[src/hdl/midi_channel_message_parser_macros.svh]
// ----------------------------------------------------------------------------
// MIDI channel message parser assertion macros
// Concurrent assertion wrappers; empty bodies when SYNTHESIS is defined.
// ----------------------------------------------------------------------------
`ifndef MIDI_CHANNEL_MESSAGE_PARSER_MACROS_SVH
`define MIDI_CHANNEL_MESSAGE_PARSER_MACROS_SVH

`ifndef SYNTHESIS
// Same-cycle implication
`define MCP_ASSERT_IMPLY(lbl, clk, rst_n, ante, cons) \
	lbl: assert property (@(posedge clk) disable iff (!rst_n) (ante) |-> (cons)) \
		else $error("assertion failed");
// Next-cycle implication
`define MCP_ASSERT_NEXT(lbl, clk, rst_n, ante, cons) \
	lbl: assert property (@(posedge clk) disable iff (!rst_n) (ante) |=> (cons)) \
		else $error("assertion failed");
`else
`define MCP_ASSERT_IMPLY(lbl, clk, rst_n, ante, cons)
`define MCP_ASSERT_NEXT(lbl, clk, rst_n, ante, cons)
`endif

`endif

[src/hdl/mcp_pkg.sv]
// ----------------------------------------------------------------------------
// MIDI channel message parser package
// Shared types and codes for the parser decode and output stages.
// ----------------------------------------------------------------------------
package mcp_pkg;

	localparam logic [2:0] KIND_NOTE_OFF = 3'd0;
	localparam logic [2:0] KIND_NOTE_ON  = 3'd1;
	localparam logic [2:0] KIND_CONTROL  = 3'd2;
	localparam logic [2:0] KIND_BEND     = 3'd3;
	localparam logic [2:0] KIND_OTHER    = 3'd4;

	localparam logic [7:0] BYTE_REALTIME = 8'hF8;
	localparam logic [7:0] BYTE_SYSTEM   = 8'hF0;

	localparam logic [3:0] TYPE_NOTE_OFF = 4'h8;
	localparam logic [3:0] TYPE_NOTE_ON  = 4'h9;
	localparam logic [3:0] TYPE_CONTROL  = 4'hB;
	localparam logic [3:0] TYPE_PROGRAM  = 4'hC;
	localparam logic [3:0] TYPE_PRESSURE = 4'hD;
	localparam logic [3:0] TYPE_BEND     = 4'hE;

	typedef struct packed {
		logic [7:0] running_status;
		logic [1:0] data_count;
		logic [1:0] expected_count;
		logic [6:0] first_data;
		logic       msb_pending;
		logic [3:0] msb_channel;
		logic [4:0] msb_controller;
		logic [6:0] msb_value;
	} state_t;

	typedef struct packed {
		logic        wide_value;
		logic [13:0] event_value;
		logic [6:0]  event_number;
		logic [3:0]  event_channel;
		logic [2:0]  event_kind;
	} event_t;

endpackage

[src/hdl/midi_channel_message_parser.sv]
// ----------------------------------------------------------------------------
// MIDI channel message parser
// Running-status decoder for MIDI channel voice messages.
// ----------------------------------------------------------------------------
// Usage:
//   s_axis carries one raw MIDI byte per word in tdata[7:0].
//   m_axis carries one decoded event per completed message; status bytes,
//   realtime bytes, first data bytes and orphan data give no word.
//   A byte is held in the input register, is decoded against the
//   running-status registers and lands in the output register, so an event
//   word is offered once its last byte has passed both registers.
//   Throughput is one byte per cycle while the receiver does not stall;
//   the decode between the two registers is combinational and the only path.
//   When the receiver stalls, the event waits in the output register and
//   the input register holds the next byte; non-event bytes keep flowing
//   until a second event would need the output register.
//   Reset clears running status, counts and the pending controller MSB,
//   and empties both registers.
// ----------------------------------------------------------------------------
`include "midi_channel_message_parser_macros.svh"

module midi_channel_message_parser (
	input  logic        clk,
	input  logic        arst_n,
	input  logic        s_axis_tvalid,
	output logic        s_axis_tready,
	input  logic [7:0]  s_axis_tdata,   // [7:0] data_byte
	output logic        m_axis_tvalid,
	input  logic        m_axis_tready,
	output logic [31:0] m_axis_tdata,   // [3:0] event_channel, [10:4] event_number,
	                                    // [24:11] event_value, [31:25] zero
	output logic [3:0]  m_axis_tuser    // [2:0] event_kind, [3] wide_value
);

	logic            valid_s1;
	logic [7:0]      data_s1;
	mcp_pkg::state_t state_q;
	mcp_pkg::state_t state_nxt;
	logic            ev_valid;
	mcp_pkg::event_t ev;
	mcp_pkg::event_t ev_out;
	logic            out_free;
	logic            s1_go;
	logic            s_accept;

	assign s1_go         = valid_s1 && (!ev_valid || out_free);
	assign s_axis_tready = !valid_s1 || s1_go;
	assign s_accept      = s_axis_tvalid && s_axis_tready;

	always_ff @(posedge clk or negedge arst_n) begin
		if (!arst_n) begin
			valid_s1 <= 1'b0;
		end else if (s_accept) begin
			valid_s1 <= 1'b1;
		end else if (s1_go) begin
			valid_s1 <= 1'b0;
		end
	end

	always_ff @(posedge clk) begin
		if (s_accept) begin
			data_s1 <= s_axis_tdata;
		end
	end

	// advance parser state only when the byte leaves the input register
	always_ff @(posedge clk or negedge arst_n) begin
		if (!arst_n) begin
			state_q <= '0;
		end else if (s1_go) begin
			state_q <= state_nxt;
		end
	end

	mcp_decode u_decode (
		.state     (state_q),
		.data_byte (data_s1),
		.state_nxt (state_nxt),
		.ev_valid  (ev_valid),
		.ev        (ev)
	);

	mcp_out_reg u_out_reg (
		.clk    (clk),
		.arst_n (arst_n),
		.load   (s1_go && ev_valid),
		.ev     (ev),
		.free   (out_free),
		.valid  (m_axis_tvalid),
		.ready  (m_axis_tready),
		.ev_out (ev_out)
	);

	assign m_axis_tdata = {7'd0, ev_out.event_value, ev_out.event_number,
		ev_out.event_channel};
	assign m_axis_tuser = {ev_out.wide_value, ev_out.event_kind};

	`MCP_ASSERT_NEXT(a_event_lands, clk, arst_n, s1_go && ev_valid, m_axis_tvalid)
	`MCP_ASSERT_IMPLY(a_hires_kind, clk, arst_n, m_axis_tvalid && m_axis_tuser[3],
		m_axis_tuser[2:0] == mcp_pkg::KIND_CONTROL || m_axis_tuser[2:0] == mcp_pkg::KIND_BEND)
	`MCP_ASSERT_IMPLY(a_lores_value, clk, arst_n, m_axis_tvalid && !m_axis_tuser[3],
		m_axis_tdata[24:18] == 7'd0)
	`MCP_ASSERT_IMPLY(a_no_status_idle, clk, arst_n, state_q.running_status == 8'd0,
		state_q.data_count == 2'd0 && state_q.expected_count == 2'd0)

endmodule

[src/hdl/mcp_decode.sv]
// ----------------------------------------------------------------------------
// MIDI channel message parser decode
// Next-state and event logic for one MIDI byte under running status.
// ----------------------------------------------------------------------------
module mcp_decode (
	input  mcp_pkg::state_t state,
	input  logic [7:0]      data_byte,
	output mcp_pkg::state_t state_nxt,
	output logic            ev_valid,
	output mcp_pkg::event_t ev
);

	always_comb begin
		logic [6:0] d0;
		logic [6:0] d1;
		logic [3:0] chan;
		state_nxt = state;
		ev_valid  = 1'b0;
		ev        = '0;
		d0        = data_byte[6:0];
		d1        = 7'd0;
		chan      = state.running_status[3:0];
		if (data_byte >= mcp_pkg::BYTE_REALTIME) begin
			// realtime: ignore
		end else if (data_byte[7]) begin
			if (data_byte >= mcp_pkg::BYTE_SYSTEM) begin
				state_nxt.running_status = 8'd0;
				state_nxt.expected_count = 2'd0;
				state_nxt.data_count     = 2'd0;
				state_nxt.msb_pending    = 1'b0;
			end else begin
				state_nxt.running_status = data_byte;
				state_nxt.data_count     = 2'd0;
				if (data_byte[7:4] == mcp_pkg::TYPE_PROGRAM
						|| data_byte[7:4] == mcp_pkg::TYPE_PRESSURE) begin
					state_nxt.expected_count = 2'd1;
				end else begin
					state_nxt.expected_count = 2'd2;
				end
			end
		end else if (state.running_status == 8'd0) begin
			// orphan data: drop
		end else if (state.expected_count[1] && state.data_count == 2'd0) begin
			state_nxt.first_data = data_byte[6:0];
			state_nxt.data_count = 2'd1;
		end else begin
			if (state.expected_count[1]) begin
				d0 = state.first_data;
				d1 = data_byte[6:0];
			end
			state_nxt.data_count = 2'd0;
			ev_valid             = 1'b1;
			ev.event_channel     = chan;
			ev.event_number      = d0;
			ev.event_value       = {7'd0, d1};
			state_nxt.msb_pending = 1'b0;
			unique case (state.running_status[7:4])
				mcp_pkg::TYPE_NOTE_OFF: ev.event_kind = mcp_pkg::KIND_NOTE_OFF;
				mcp_pkg::TYPE_NOTE_ON: begin
					ev.event_kind = (d1 == 7'd0) ? mcp_pkg::KIND_NOTE_OFF
						: mcp_pkg::KIND_NOTE_ON;
				end
				mcp_pkg::TYPE_BEND: begin
					ev.event_kind   = mcp_pkg::KIND_BEND;
					ev.event_number = 7'd0;
					ev.event_value  = {d1, d0};
					ev.wide_value   = 1'b1;
				end
				mcp_pkg::TYPE_CONTROL: begin
					ev.event_kind = mcp_pkg::KIND_CONTROL;
					if (d0[6:5] == 2'b01 && state.msb_pending
							&& state.msb_channel == chan
							&& state.msb_controller == d0[4:0]) begin
						// merge LSB with the held MSB
						ev.event_number = {2'b00, state.msb_controller};
						ev.event_value  = {state.msb_value, d1};
						ev.wide_value   = 1'b1;
					end else if (d0[6:5] == 2'b00) begin
						state_nxt.msb_pending    = 1'b1;
						state_nxt.msb_channel    = chan;
						state_nxt.msb_controller = d0[4:0];
						state_nxt.msb_value      = d1;
					end
				end
				default: ev.event_kind = mcp_pkg::KIND_OTHER;
			endcase
		end
	end

endmodule

[src/hdl/mcp_out_reg.sv]
// ----------------------------------------------------------------------------
// MIDI channel message parser output register
// Holds one event until the downstream side takes it.
// ----------------------------------------------------------------------------
module mcp_out_reg (
	input  logic            clk,
	input  logic            arst_n,
	input  logic            load,
	input  mcp_pkg::event_t ev,
	output logic            free,
	output logic            valid,
	input  logic            ready,
	output mcp_pkg::event_t ev_out
);

	logic            valid_s2;
	mcp_pkg::event_t event_s2;

	assign free   = !valid_s2 || ready;
	assign valid  = valid_s2;
	assign ev_out = event_s2;

	always_ff @(posedge clk or negedge arst_n) begin
		if (!arst_n) begin
			valid_s2 <= 1'b0;
		end else if (load) begin
			valid_s2 <= 1'b1;
		end else if (ready) begin
			valid_s2 <= 1'b0;
		end
	end

	always_ff @(posedge clk) begin
		if (load) begin
			event_s2 <= ev;
		end
	end

endmodule

[config.mk]
export PLATFORM = sky130hd
export DESIGN_NAME = midi_channel_message_parser
export DESIGN_NICKNAME = d
export VERILOG_FILES = /design/src/hdl/mcp_pkg.sv /design/src/hdl/midi_channel_message_parser.sv /design/src/hdl/mcp_decode.sv /design/src/hdl/mcp_out_reg.sv
export VERILOG_INCLUDE_DIRS = /design/src /design/src/hdl
export SDC_FILE = /design/constraint.sdc
export NUM_CORES = 1
export LEC_CHECK = 0
export BUFFER_PORTS_ARGS = -buffer_cell sky130_fd_sc_hd__buf_2
export CAP_MARGIN = 20
export CORE_MARGIN = 4
export CORE_UTILIZATION = 39
export CTS_CLUSTER_DIAMETER = 40
export DETAILED_ROUTE_END_ITERATION = 12
export HOLD_SLACK_MARGIN = 0.05
export PLACE_DENSITY = 0.59
export REMOVE_ABC_BUFFERS = 1
export SLEW_MARGIN = 0
export SYNTH_ARGS = -nofsm -noshare
export SYNTH_HDL_FRONTEND = slang
export SYNTH_SLANG_ARGS = --single-unit
[constraint.sdc]
create_clock -name clk -period 3.3 [get_ports clk]
set_input_delay 0.33 -clock clk [delete_from_list [all_inputs] [get_ports clk]]
set_output_delay 0.33 -clock clk [all_outputs]
set_load 0.02 [all_outputs]
==> results.cfg <==
[outcome]
status = completed

[pwr]
total_leakage_power_nw = 1.55
vdd_drop_max_mv = 0.185
p_per_area_nw_per_um2 = 590

[synthesis]
netlist.area_leader.share_pct = 33.8
synthArstFlopShare_pct = 49.3
ys.warnings.count = 0
synth_edf_count = 37
syn_area_um2 = 3290
synthCells = 273
syn_avg_cell_area_um2 = 12.0
synth_ff_type = edfxtp_1
seq_area_frac_synth_pct = 61.2
yosysTopAreaCell = edfxtp_1
synth.distinct_cells = 41
ys_ff_latch = 73
synth_area_leaders = edfxtp_1 (34%), dfrtp_1 (27%), mux2_2 (5.8%)

[finish]
seq_area_um2 = 2010
multi_input_area_um2 = 1140
final_cell_mix = buf_2 (42), edfxtp_1 (37), dfrtp_1 (36), nor2_1 (24), nand2_1 (21)
drive_above_1_share_pct = 25.1
area_growth_pct = 13.5
nets = 326
fin_util_pct = 45.4
antenna_cells = 0
fillers = 763
final_common_cell = buf_2

[sta]
tns_ps = 0
timing.final.max_slew_violations = 0
rsz0062_at_grt = no
tightest_slew_ps = 833
hold_viol = 0
setup_viol = 0
finalClockSkew_ps = 7.86
min_period_ps = 2570
period_share_pct = 78.0
clock.fmax_mhz = 388
slew_headroom_pct = 44.4
setup_slack_ps = 726

[critical_path]
critPathArrivalTime_ps = 2840
crit_path_max_incr_delay_ps = 700
crit_slowest_cell = dfrtp_1
r2r_end = state_q[4]
path_class = flop to flop
critPathMaxFanout = 15
crit_end = state_q[4]
r2r_setup_slack_ps = 730
endpoint_kind = flop
cp_data_required_time_ps = 3570
startpoint = state_q[25]
critPathLaunchType = flop
rr_worst_depth = 7
r2r-start = state_q[25]
crit_chain = buf_4 > mux2i_1 > nand3_1 > nor4b_4 > buf_4 > nand3_1 > o21ai_0

[clocking]
post_cts_buffers = 0
cts.sinks = 73
cts_resized = 0
hold_buffers = 0
clk_pin_slew_worst_paths_ps = 70
clk_latency_ps = 350
cts_buffer_depth = 2
numCtsBuffers = 9
htreeDepth = 3
cts_root_buf = clkbuf_8
cts_tree = yes

[detailed_routing]
routedWlPerCell_um = 16.3
firstDrtPassIters = 4
drtIter0Drc = 147
drc = 0
ant_nets = 0
vias = 2186
drt-total-wl_um = 6930
vias_per_cell = 5.16

[global_route]
grt_max_degree = 37
antenna_found_initial = 0
grt_use_total_pct = 14.6
gr-total-overflow = 0
grt_pass1_wl_um = 11200
first_global_vias = 2086

[place]
gp_congestion = 0.796
preCtsSetupSlack_ps = 726
port_buffers = 42
dpl.hpwl_um = 4720

[min_path]
hold_class = input port to async pin

[floorplanning]
core-area_um2 = 8220
die_w_um = 99.8
dieArea_um2 = 9960
start_util_pct = 40.0
fp-row-count = 33
die_height_um = 99.8
io_pins = 50

[flow_run]
maxCapViolations = 0
[cell usage after synthesis, types with 2 or more instances]
library cell  instances
nor2_1               25
nand2_1              21
nand2b_1              4
dfrtp_1              36
nor4_1                5
xor2_1                2
buf_2                 2
and2_1                3
nor3b_1               6
clkbuf_1             11
edfxtp_1             37
nor2b_1               2
and4b_1               2
nand4_1               3
a21oi_1              14
o21ai_0              10
a21o_1                2
and3_1                4
xnor2_1               7
mux2_2               17
inv_1                 8
nand3_1               8
o21ai_1               4
a31oi_1               2
buf_4                 8
and4_1                3
a22o_1                8
mux2i_1               6
[state kept, by name (all words and copies together), names as in the netlist]
register          cells
state_q              34
valid_s1              1
data_s1               8
u_out_reg.ev_out     29
u_out_reg.valid       1
[per-stage QoR]
stage	area [µm²]	cells	hold WS, ps	power [W]
6_report	3730	424	88.0	0.00220
5_1_grt	3730	424	137	0.00232
4_1_cts	3730	424	111	0.00222
3_5_place_dp	3580	408	487	0.00164
3_3_place_gp	3580	408	484	0.00163
2_1_floorplan	3180	256	34.4	0.00149
[per-layer routing]
| layer | up-vias | GRT usage [%] | share of wire [%] |
|---|---|---|---|
| li1 | 1049 | - | - |
| met1 | 1041 | 21.3 | 47 |
| met2 | 87 | 20.7 | 44 |
| met3 | 9 | 3.61 | 7.3 |
| met4 | 0 | 5.99 | 1.8 |
| met5 | - | 0 | 0 |
[power breakdown]
part / internal [W] / switching [W]
combinational: 0.000179 / 0.000230
sequential: 0.00110 / 0.000117
clock: 0.000268 / 0.000311
total: 0.00154 / 0.000658
[logic make-up after synthesis]
logic type	count (synthesis)	share of synthesized area, %
AND/OR/NAND/NOR	90	14.7
flip-flops	73	61.2
other	1	0.114
AO/OA/AOI/OAI	45	8.52
buffers and inverters	31	4.76
XOR/XNOR	9	2.40
multiplexers	24	8.33
[worst max-delay path: cells and delay by family (launching register included)]
family                 cells  cell delay, ps
flip-flops                 1             700
buffers and inverters      2             550
AO/OA/AOI/OAI              1             100
multiplexers               1             340
AND/OR/NAND/NOR            3             810
[how the worst min path moves through the flow]
stage	start	endpoint	slack (ps)	cells after the start
6_report	arst_n	state_q[34]	90	1
5_1_grt	s_axis_tdata[2]	data_s1[2]	140	1
4_1_cts	arst_n	state_q[14]	110	1
3_5_place_dp	arst_n	state_q[30]	490	1
3_3_place_gp	arst_n	state_q[30]	480	1
2_1_floorplan	arst_n	state_q[0]	30	0
[cell type report]
type	count	share of cell area, %
Clock buffer	12	3.62
Timing Repair Buffer	47	6.97
Multi-Input combinational cell	175	30.7
Inverter	8	0.804
Clock inverter	4	0.536
Tap cell	105	3.52
Sequential cell	73	53.9
Note: power is estimated with default switching activity, not from simulation.
